[config.mk]
export PLATFORM = sky130hd
export DESIGN_NAME = hdlc_bit_deframer
export DESIGN_NICKNAME = d
export VERILOG_FILES = /design/src/sv/hdlc_df_pkg.sv /design/src/sv/hdlc_df_ctrl.sv /design/src/sv/hdlc_df_fcs.sv /design/src/sv/hdlc_df_store.sv /design/src/sv/hdlc_bit_deframer.sv
export VERILOG_INCLUDE_DIRS = /design/src /design/src/sv
export SDC_FILE = /design/constraint.sdc
export NUM_CORES = 2
export LEC_CHECK = 0
export BUFFER_PORTS_ARGS = -buffer_cell sky130_fd_sc_hd__buf_2
export CAP_MARGIN = 40
export CORE_ASPECT_RATIO = 0.8
export CORE_MARGIN = 2
export CORE_UTILIZATION = 45
export DETAILED_ROUTE_END_ITERATION = 10
export PLACE_DENSITY = 0.71
export SYNTH_ARGS = -nofsm -noshare
export SYNTH_HDL_FRONTEND = slang
export SYNTH_SLANG_ARGS = --single-unit
export TNS_END_PERCENT = 10
[constraint.sdc]
create_clock -name clock -period 29.3 [get_ports clock]
set_input_delay 1.465 -clock clock [delete_from_list [all_inputs] [get_ports clock]]
set_output_delay 1.465 -clock clock [all_outputs]
set_load 0.005 [all_outputs]
[src/sv/hdlc_bit_deframer_macros.svh]
`ifndef HDLC_BIT_DEFRAMER_MACROS_SVH
`define HDLC_BIT_DEFRAMER_MACROS_SVH

// Same-cycle implication, sampled on clock, quiet during reset.
`define HDF_ASSERT_NOW(lbl, ante, cons, msg) \
   lbl: assert property (@(posedge clock) disable iff (reset) (ante) |-> (cons)) else $error(msg);

// Next-cycle implication, sampled on clock, quiet during reset.
`define HDF_ASSERT_NEXT(lbl, ante, cons, msg) \
   lbl: assert property (@(posedge clock) disable iff (reset) (ante) |=> (cons)) else $error(msg);

`endif

[src/sv/hdlc_df_pkg.sv]
`timescale 1ns / 1ps
`default_nettype none

package hdlc_df_pkg;

   localparam int FRAME_BYTES_DEF = 512;

   localparam int INDEX_W = 9;
   localparam int EVENT_W = 2;
   localparam int LEN_W   = 10;
   localparam int BYTE_W  = 8;

   localparam logic OP_PUSH = 1'b0;
   localparam logic OP_READ = 1'b1;

   localparam logic [EVENT_W-1:0] EV_NONE = 2'd0;
   localparam logic [EVENT_W-1:0] EV_GOOD = 2'd1;
   localparam logic [EVENT_W-1:0] EV_FAIL = 2'd2;
   localparam logic [EVENT_W-1:0] EV_READ = 2'd3;

   localparam logic [7:0] FLAG_PAT   = 8'h7E;
   localparam logic [7:0] ABORT_MASK = 8'h7F;
   localparam logic [7:0] STUFF_MASK = 8'h3F;
   localparam logic [7:0] STUFF_PAT  = 8'h3E;

   // Flag bits already stored when the flag is recognized
   localparam int FLAG_BITS       = 7;
   localparam int MIN_CLOSE_BYTES = 2;

   localparam logic [15:0] CRC_INIT    = 16'hFFFF;
   localparam logic [15:0] CRC_POLY    = 16'h8408;
   localparam logic [15:0] FCS_RESIDUE = 16'hF0B8;

   typedef struct packed {
      logic               opcode;
      logic               line_bit;
      logic [INDEX_W-1:0] read_index;
   } req_type;

   typedef struct packed {
      logic [EVENT_W-1:0] event_res;
      logic [LEN_W-1:0]   frame_length;
      logic [BYTE_W-1:0]  read_byte;
   } rsp_type;

   typedef struct packed {
      logic       go;
      logic       is_read;
      logic       store;
      logic       restart;
      logic       boundary;
      logic       bit_val;
      logic [2:0] bit_pos;
      logic       sel_prev;
      logic       closing;
   } ctl_type;

   function automatic logic [15:0] crc_step(input logic [15:0] crc, input logic din);
      logic fb;
      fb = crc[0] ^ din;
      return fb ? ((crc >> 1) ^ CRC_POLY) : (crc >> 1);
   endfunction

endpackage

`default_nettype wire

[src/sv/hdlc_df_ctrl.sv]
`timescale 1ns / 1ps
`default_nettype none

module hdlc_df_ctrl #(
   parameter int FRAME_BYTES = hdlc_df_pkg::FRAME_BYTES_DEF
) (
   input  wire                                 clock,
   input  wire                                 reset,
   input  wire                                 go,
   input  wire hdlc_df_pkg::req_type           item,
   output hdlc_df_pkg::ctl_type                ctl,
   output logic [$clog2(FRAME_BYTES)-1:0]      wr_pos,
   output logic [hdlc_df_pkg::LEN_W-1:0]       frame_len
);

   `include "hdlc_bit_deframer_macros.svh"

   localparam int CW   = $clog2(FRAME_BYTES * 8 + 1);
   localparam int AW   = $clog2(FRAME_BYTES);
   localparam int NB_W = CW - 3;

   logic [7:0]    hist_ff, hist_in;
   logic          in_frame_ff, in_frame_in;
   logic [CW-1:0] count_ff, count_in;
   logic [CW-1:0] count_m7;
   logic [NB_W-1:0] nbytes;
   logic          push, is_flag, is_abort, is_stuff, is_full, ge7;
   logic          store, restart;

   assign push     = go && (item.opcode == hdlc_df_pkg::OP_PUSH);
   assign hist_in  = {hist_ff[6:0], item.line_bit};
   assign is_flag  = hist_in == hdlc_df_pkg::FLAG_PAT;
   assign is_abort = (hist_in & hdlc_df_pkg::ABORT_MASK) == hdlc_df_pkg::ABORT_MASK;
   assign is_stuff = (hist_in & hdlc_df_pkg::STUFF_MASK) == hdlc_df_pkg::STUFF_PAT;
   assign is_full  = count_ff >= CW'(FRAME_BYTES * 8);
   assign ge7      = count_ff >= CW'(hdlc_df_pkg::FLAG_BITS);
   assign count_m7 = count_ff - CW'(hdlc_df_pkg::FLAG_BITS);
   assign nbytes   = count_m7[CW-1:3];

   always_comb begin
      in_frame_in = in_frame_ff;
      count_in    = count_ff;
      store       = 1'b0;
      restart     = 1'b0;
      if (push) begin
         if (is_flag) begin
            in_frame_in = 1'b1;
            count_in    = '0;
            restart     = 1'b1;
         end else if (!in_frame_ff) begin
            // hunt for a flag
         end else if (is_abort || (!is_stuff && is_full)) begin
            in_frame_in = 1'b0;
            count_in    = '0;
            restart     = 1'b1;
         end else if (!is_stuff) begin
            store    = 1'b1;
            count_in = count_ff + CW'(1);
         end
      end
   end

   always_comb begin
      ctl          = '0;
      ctl.go       = go;
      ctl.is_read  = go && (item.opcode == hdlc_df_pkg::OP_READ);
      ctl.store    = store;
      ctl.restart  = restart;
      ctl.boundary = store && (count_ff[2:0] == 3'd7);
      ctl.bit_val  = item.line_bit;
      ctl.bit_pos  = count_ff[2:0];
      // check bytes end at the last byte boundary only when the count sits at 7 mod 8
      ctl.sel_prev = count_ff[2:0] != 3'd7;
      ctl.closing  = push && is_flag && in_frame_ff && ge7 &&
                     (nbytes > NB_W'(hdlc_df_pkg::MIN_CLOSE_BYTES));
   end

   assign wr_pos    = count_ff[AW+2:3];
   assign frame_len = hdlc_df_pkg::LEN_W'(nbytes);

   always_ff @(posedge clock) begin
      if (reset) begin
         hist_ff     <= '0;
         in_frame_ff <= 1'b0;
         count_ff    <= '0;
      end else if (push) begin
         hist_ff     <= hist_in;
         in_frame_ff <= in_frame_in;
         count_ff    <= count_in;
      end
   end

   `HDF_ASSERT_NOW(a_idle_count_zero, !in_frame_ff, count_ff == '0,
      "bit count not zero outside a frame")
   `HDF_ASSERT_NOW(a_store_in_range, store, in_frame_ff && (count_ff < CW'(FRAME_BYTES * 8)),
      "data bit stored outside a frame or past the store")

endmodule

`default_nettype wire

[src/sv/hdlc_df_fcs.sv]
`timescale 1ns / 1ps
`default_nettype none

module hdlc_df_fcs (
   input  wire                   clock,
   input  wire                   reset,
   input  wire hdlc_df_pkg::ctl_type ctl,
   output logic                  fcs_ok
);

   `include "hdlc_bit_deframer_macros.svh"

   logic [15:0] crc_ff, crc_in;
   logic [15:0] last_ff, prev_ff;

   assign crc_in = hdlc_df_pkg::crc_step(crc_ff, ctl.bit_val);
   assign fcs_ok = (ctl.sel_prev ? prev_ff : last_ff) == hdlc_df_pkg::FCS_RESIDUE;

   // Keep the check value at the two most recent byte boundaries
   always_ff @(posedge clock) begin
      if (reset || ctl.restart) begin
         crc_ff  <= hdlc_df_pkg::CRC_INIT;
         last_ff <= hdlc_df_pkg::CRC_INIT;
         prev_ff <= hdlc_df_pkg::CRC_INIT;
      end else if (ctl.store) begin
         crc_ff <= crc_in;
         if (ctl.boundary) begin
            prev_ff <= last_ff;
            last_ff <= crc_in;
         end
      end
   end

   `HDF_ASSERT_NEXT(a_restart_init, ctl.restart,
      (crc_ff == hdlc_df_pkg::CRC_INIT) && (last_ff == hdlc_df_pkg::CRC_INIT),
      "check register not restarted")

endmodule

`default_nettype wire

[src/sv/hdlc_df_store.sv]
`timescale 1ns / 1ps
`default_nettype none

module hdlc_df_store #(
   parameter int FRAME_BYTES = hdlc_df_pkg::FRAME_BYTES_DEF
) (
   input  wire                                     clock,
   input  wire hdlc_df_pkg::ctl_type               ctl,
   input  wire [$clog2(FRAME_BYTES)-1:0]           wr_pos,
   input  wire [hdlc_df_pkg::INDEX_W-1:0]          read_index,
   output logic [hdlc_df_pkg::BYTE_W-1:0]          read_byte
);

   localparam int AW = $clog2(FRAME_BYTES);

   logic [7:0] mem [FRAME_BYTES];
   logic [7:0] acc_ff, acc_in;
   logic [7:0] rd_ff;
   logic       in_range;

   // Start a fresh byte at bit 0, otherwise merge the new bit
   assign acc_in   = (ctl.bit_pos == 3'd0) ? {7'd0, ctl.bit_val}
                                           : (acc_ff | (8'(ctl.bit_val) << ctl.bit_pos));
   assign in_range = 32'(read_index) < FRAME_BYTES;

   always_ff @(posedge clock) begin
      if (ctl.store) begin
         mem[wr_pos] <= acc_in;
         acc_ff      <= acc_in;
      end
   end

   always_ff @(posedge clock) begin
      if (ctl.is_read && in_range) begin
         rd_ff <= mem[AW'(read_index)];
      end else if (ctl.go) begin
         rd_ff <= '0;
      end
   end

   assign read_byte = rd_ff;

endmodule

`default_nettype wire

[src/sv/hdlc_bit_deframer.sv]
// An accepted item passes the input register and then the result register on its way to rsp.
// Throughput: 1 item per cycle unless rsp_stall holds a full result register; one line bit or one
// byte read each cycle, set by the flag/stuffing logic and the running bit-serial check register.
// Reset: synchronous, active high; clears the bit history, frame state, bit count,
// check register and both valid registers. The frame store is not cleared.
`timescale 1ns / 1ps
`default_nettype none

module hdlc_bit_deframer #(
   parameter int FRAME_BYTES = hdlc_df_pkg::FRAME_BYTES_DEF
) (
   input  wire                   clock,
   input  wire                   reset,
   input  wire                   req_valid,
   output logic                  req_stall,
   input  wire hdlc_df_pkg::req_type req_data,
   output logic                  rsp_valid,
   input  wire                   rsp_stall,
   output hdlc_df_pkg::rsp_type  rsp_data
);

   `include "hdlc_bit_deframer_macros.svh"

   localparam int AW = $clog2(FRAME_BYTES);

   logic                  in_valid_ff;
   hdlc_df_pkg::req_type  in_data_ff;
   logic                  rsp_valid_ff;
   logic [hdlc_df_pkg::EVENT_W-1:0] ev_ff, ev_in;
   logic [hdlc_df_pkg::LEN_W-1:0]   len_ff, len_in;
   logic                  go;
   hdlc_df_pkg::ctl_type  ctl;
   logic [AW-1:0]         wr_pos;
   logic [hdlc_df_pkg::LEN_W-1:0]   frame_len;
   logic                  fcs_ok;
   logic [hdlc_df_pkg::BYTE_W-1:0]  rd_byte;

   // Advance when the result register is empty or being drained
   assign go        = in_valid_ff && (!rsp_valid_ff || !rsp_stall);
   assign req_stall = in_valid_ff && !go;

   always_ff @(posedge clock) begin
      if (reset) begin
         in_valid_ff <= 1'b0;
      end else if (!req_stall) begin
         in_valid_ff <= req_valid;
      end
   end

   always_ff @(posedge clock) begin
      if (req_valid && !req_stall) begin
         in_data_ff <= req_data;
      end
   end

   hdlc_df_ctrl #(.FRAME_BYTES(FRAME_BYTES)) u_ctrl (
      .clock     (clock),
      .reset     (reset),
      .go        (go),
      .item      (in_data_ff),
      .ctl       (ctl),
      .wr_pos    (wr_pos),
      .frame_len (frame_len)
   );

   hdlc_df_fcs u_fcs (
      .clock  (clock),
      .reset  (reset),
      .ctl    (ctl),
      .fcs_ok (fcs_ok)
   );

   hdlc_df_store #(.FRAME_BYTES(FRAME_BYTES)) u_store (
      .clock      (clock),
      .ctl        (ctl),
      .wr_pos     (wr_pos),
      .read_index (in_data_ff.read_index),
      .read_byte  (rd_byte)
   );

   always_comb begin
      ev_in  = hdlc_df_pkg::EV_NONE;
      len_in = '0;
      if (ctl.is_read) begin
         ev_in = hdlc_df_pkg::EV_READ;
      end else if (ctl.closing) begin
         if (fcs_ok) begin
            ev_in  = hdlc_df_pkg::EV_GOOD;
            len_in = frame_len;
         end else begin
            ev_in = hdlc_df_pkg::EV_FAIL;
         end
      end
   end

   always_ff @(posedge clock) begin
      if (reset) begin
         rsp_valid_ff <= 1'b0;
      end else if (go) begin
         rsp_valid_ff <= 1'b1;
      end else if (!rsp_stall) begin
         rsp_valid_ff <= 1'b0;
      end
   end

   always_ff @(posedge clock) begin
      if (go) begin
         ev_ff  <= ev_in;
         len_ff <= len_in;
      end
   end

   assign rsp_valid = rsp_valid_ff;
   always_comb begin
      rsp_data.event_res    = ev_ff;
      rsp_data.frame_length = len_ff;
      rsp_data.read_byte    = rd_byte;
   end

   `HDF_ASSERT_NEXT(a_result_follows, go, rsp_valid_ff,
      "processed item left no result")
   `HDF_ASSERT_NOW(a_good_len, rsp_valid_ff && (ev_ff == hdlc_df_pkg::EV_GOOD),
      len_ff > hdlc_df_pkg::LEN_W'(hdlc_df_pkg::MIN_CLOSE_BYTES),
      "good frame reported with too few bytes")

endmodule

`default_nettype wire
==> results.json <==
{
  "hp-class": "flop to flop",
  "internal_power_mw": 9.71,
  "antenna_found_initial": 21,
  "required_ps": 30050,
  "vias_per_cell": 6.41,
  "maxCapViolations": 0,
  "cts_tree": "done",
  "critPathLaunchType": "flop",
  "async_reset_ff_share_pct": 0,
  "ys_ff_latch": 4215,
  "hold_path_startpoint": "in_data_ff[1]",
  "io_buffers": 36,
  "p_switching_mw": 2.56,
  "synth_top_area_cell": "edfxtp_1",
  "synth_edf_count": 4135,
  "routed_wl_microns": 432000,
  "endpoint_kind": "flop",
  "timing.fmax_mhz": 144,
  "worst_path_max_delay_cell": "buf_4",
  "wl_met3_microns": 60200,
  "cp_common_cell": "buf_4",
  "ys_types": 85,
  "start_util_pct": 45.2,
  "clkSinkCount": 4215,
  "drv_slew": 128,
  "setup-tns-final_ps": 0,
  "status": "finished, violations left",
  "syn_avg_cell_area_sq_um": 20.5,
  "critPathMaxFanout": 114,
  "relSlewSlack_pct": -12.5,
  "powerDensity_nw_per_um2": 66.8,
  "grt_pass1_wl_microns": 616000,
  "clkPwrFrac_pct": 42.6,
  "drtIter0Drc": 14631,
  "ctsHoldBuffers": 0,
  "grt_max_degree": 239,
  "fin_total_pwr_mw": 12.3,
  "leakage_nw": 66.2,
  "die_area_sq_um": 370000,
  "globalRouteTotalUtil_pct": 23.0,
  "drive_above_1_share_pct": 22.1,
  "period_share_pct": 23.8,
  "insertion_delay_ps": 940,
  "hpwl_microns": 261000,
  "hold_depth": 2,
  "timing.final.crit_period_ps": 6970,
  "fill_cells": 27607,
  "final_cell_area_sq_um": 184000,
  "grt_pass1_vias": 82907,
  "cts_resized": 0,
  "syn2layout_area_growth_pct": 11.9,
  "clk_pin_slew_ps": 70,
  "worst-endpoint-arrival_ps": 7720,
  "r2r_end": "u_store.read_byte[2]",
  "worst_clock_skew_ps": 59.6,
  "ant_nets": 0,
  "ctsRootBufferMaster": "clkbuf_16",
  "cts_inserted_buffers": 391,
  "seq_area_frac_synth_pct": 76.6,
  "core_area_sq_um": 363000,
  "synth_top_area_share_pct": 75.6,
  "vias": 85714,
  "r2r_setup_slack_ps": 22330,
  "violations": "max-slew violations",
  "syn-cell-area_sq_um": 164000,
  "grt-ovfl-total": 0,
  "hold_viol": 0,
  "die_h_microns": 544,
  "p_comb_share_pct": 4.1,
  "slowest_delay_ps": 800,
  "wl_met2_microns": 189000,
  "dr.max_layer_used": "met5",
  "place_area_sq_um": 171000,
  "synth.area.top_cells": "edfxtp_1 (76%), mux4_2 (12%), mux2i_1 (2.5%), nor2_1 (1.4%), dfxtp_1 (0.98%)",
  "rsz0062_at_grt": "false",
  "clockBufferDepth": 4,
  "wl_met1_microns": 168000,
  "multiInputGateArea_sq_um": 35600,
  "setup_violations": 0,
  "yosys_most_used_dff": "edfxtp_1",
  "drc": 0,
  "crit_chain": "buf_12, buf_4, buf_4, buf_4, buf_4, mux4_2, mux4_2, nor2_1, a2111oi_0, nand3_1, o221ai_2",
  "max-vdd-ir-drop_v": 0.0000546,
  "yosys_warnings": 0,
  "synthCells": 8018,
  "fin_nets": 8250,
  "gp_routability_congestion": 0.857,
  "crit_type": "flop to flop",
  "wl_per_cell_microns": 32.3,
  "fp-row-count": 198,
  "cts_htree_levels": 5,
  "syn_nets": 8036,
  "regArea_sq_um": 126000,
  "ioPinCount": 37,
  "pwr-share-seq_pct": 53.3,
  "die_w_microns": 679,
  "worst_slew_pin_slew_ps": 1690,
  "first_pass_iters": 6,
  "postCtsSetupBuffers": 0,
  "worst-r2r-cell-count": 11,
  "swShare_pct": 20.9
}
-- critical path, delay by kind of cell (launching register included) --
kind / cells / cell delay, ps
AND/OR/NAND/NOR: 2 / 440
flip-flops: 1 / 780
multiplexers: 2 / 590
AO/OA/AOI/OAI: 2 / 1060
buffers and inverters: 5 / 3630
-- through the flow --
step	hold WS [ps]	std cells	worst slack [ps]	util, %
after global placement	438	12514	22290	46.5
after CTS	459	13336	22400	50.5
after global routing	476	13354	22080	50.5
after floorplan	415	8018	3250	-
final	454	13365	22330	50.6
after detailed placement	441	12625	22440	46.9
-- flip-flops by register name, summed over array words and instances, names as in the netlist, 7 cells and up, named ones only --
name               cells
u_fcs.prev_ff         16
len_ff                10
u_store.acc_ff         8
u_ctrl.hist_ff         7
u_store.read_byte      8
u_fcs.last_ff         16
u_store.mem         4096
u_fcs.crc_ff          16
u_ctrl.count_ff       13
in_data_ff            11
-- worst max path at each step --
stage	to	slack, ps
final	u_store.read_byte[2]	22330
after global routing	u_store.read_byte[4]	22080
after CTS	u_store.read_byte[2]	22400
after detailed placement	u_store.read_byte[2]	22440
after global placement	u_store.mem[154][5]	22290
after floorplan	u_store.acc_ff[0]	3250
-- placed cells by master (no fill, tap or decap), drive strengths merged, types with 55 or more instances in the layout --
cell,synthesis,final
a21oi,130,130
nand2,308,308
mux2i,413,413
mux4,895,895
bufinv,0,58
clkbuf,227,466
o221ai,118,118
dfxtp,80,80
clkinv,2,164
nor2,626,626
a22oi,130,130
buf,276,322
o22ai,55,55
nand3,74,74
edfxtp,4135,4135
-- cell usage after synthesis (all sizes together) (74+ instances only) --
library cell,instances
nand3,74
a21oi,130
mux2i,413
o221ai,118
nor2,626
buf,276
clkbuf,227
nand2,308
mux4,895
a22oi,130
dfxtp,80
edfxtp,4135
-- cell families (layout without fill, tap and decap cells) --
family	count (synthesis)	in the layout	share of synthesized area, %
other cells	0	15	0
simple gates	1193	1193	3.11
fa+ha+maj	3	3	0.0229
xor+xnor	22	22	0.117
mux	1333	1333	15.0
flops	4215	4215	76.6
compound gates	731	731	3.29
buf+inv	521	1053	1.87
-- metal layers --
layer  vias up  track usage (%)
li1      33647                -
met1     44846             33.7
met2      6443             33.0
met3       766             6.68
met4        12             7.59
met5         -                0
-- final cells by class --
class | instances | share of cell area, %
Sequential cell | 4215 | 68.5
Clock buffer | 466 | 5.57
Tap cell | 4800 | 3.27
Multi-Input combinational cell | 3282 | 19.4
Timing Repair Buffer | 324 | 1.76
Inverter | 18 | 0.0409
Antenna cell | 15 | 0.0204
Clock inverter | 245 | 1.51
-- power groups by stage --
stage | combinational (mW) | sequential (mW) | clock (mW)
after floorplan | 0.339 | 6.68 | 0
after global placement | 0.478 | 6.67 | 0
after detailed placement | 0.492 | 6.67 | 0
after CTS | 0.494 | 6.54 | 5.25
after global routing | 0.517 | 6.54 | 5.47
final | 0.501 | 6.54 | 5.22
No activity file was read; power rests on OpenSTA's default activity.
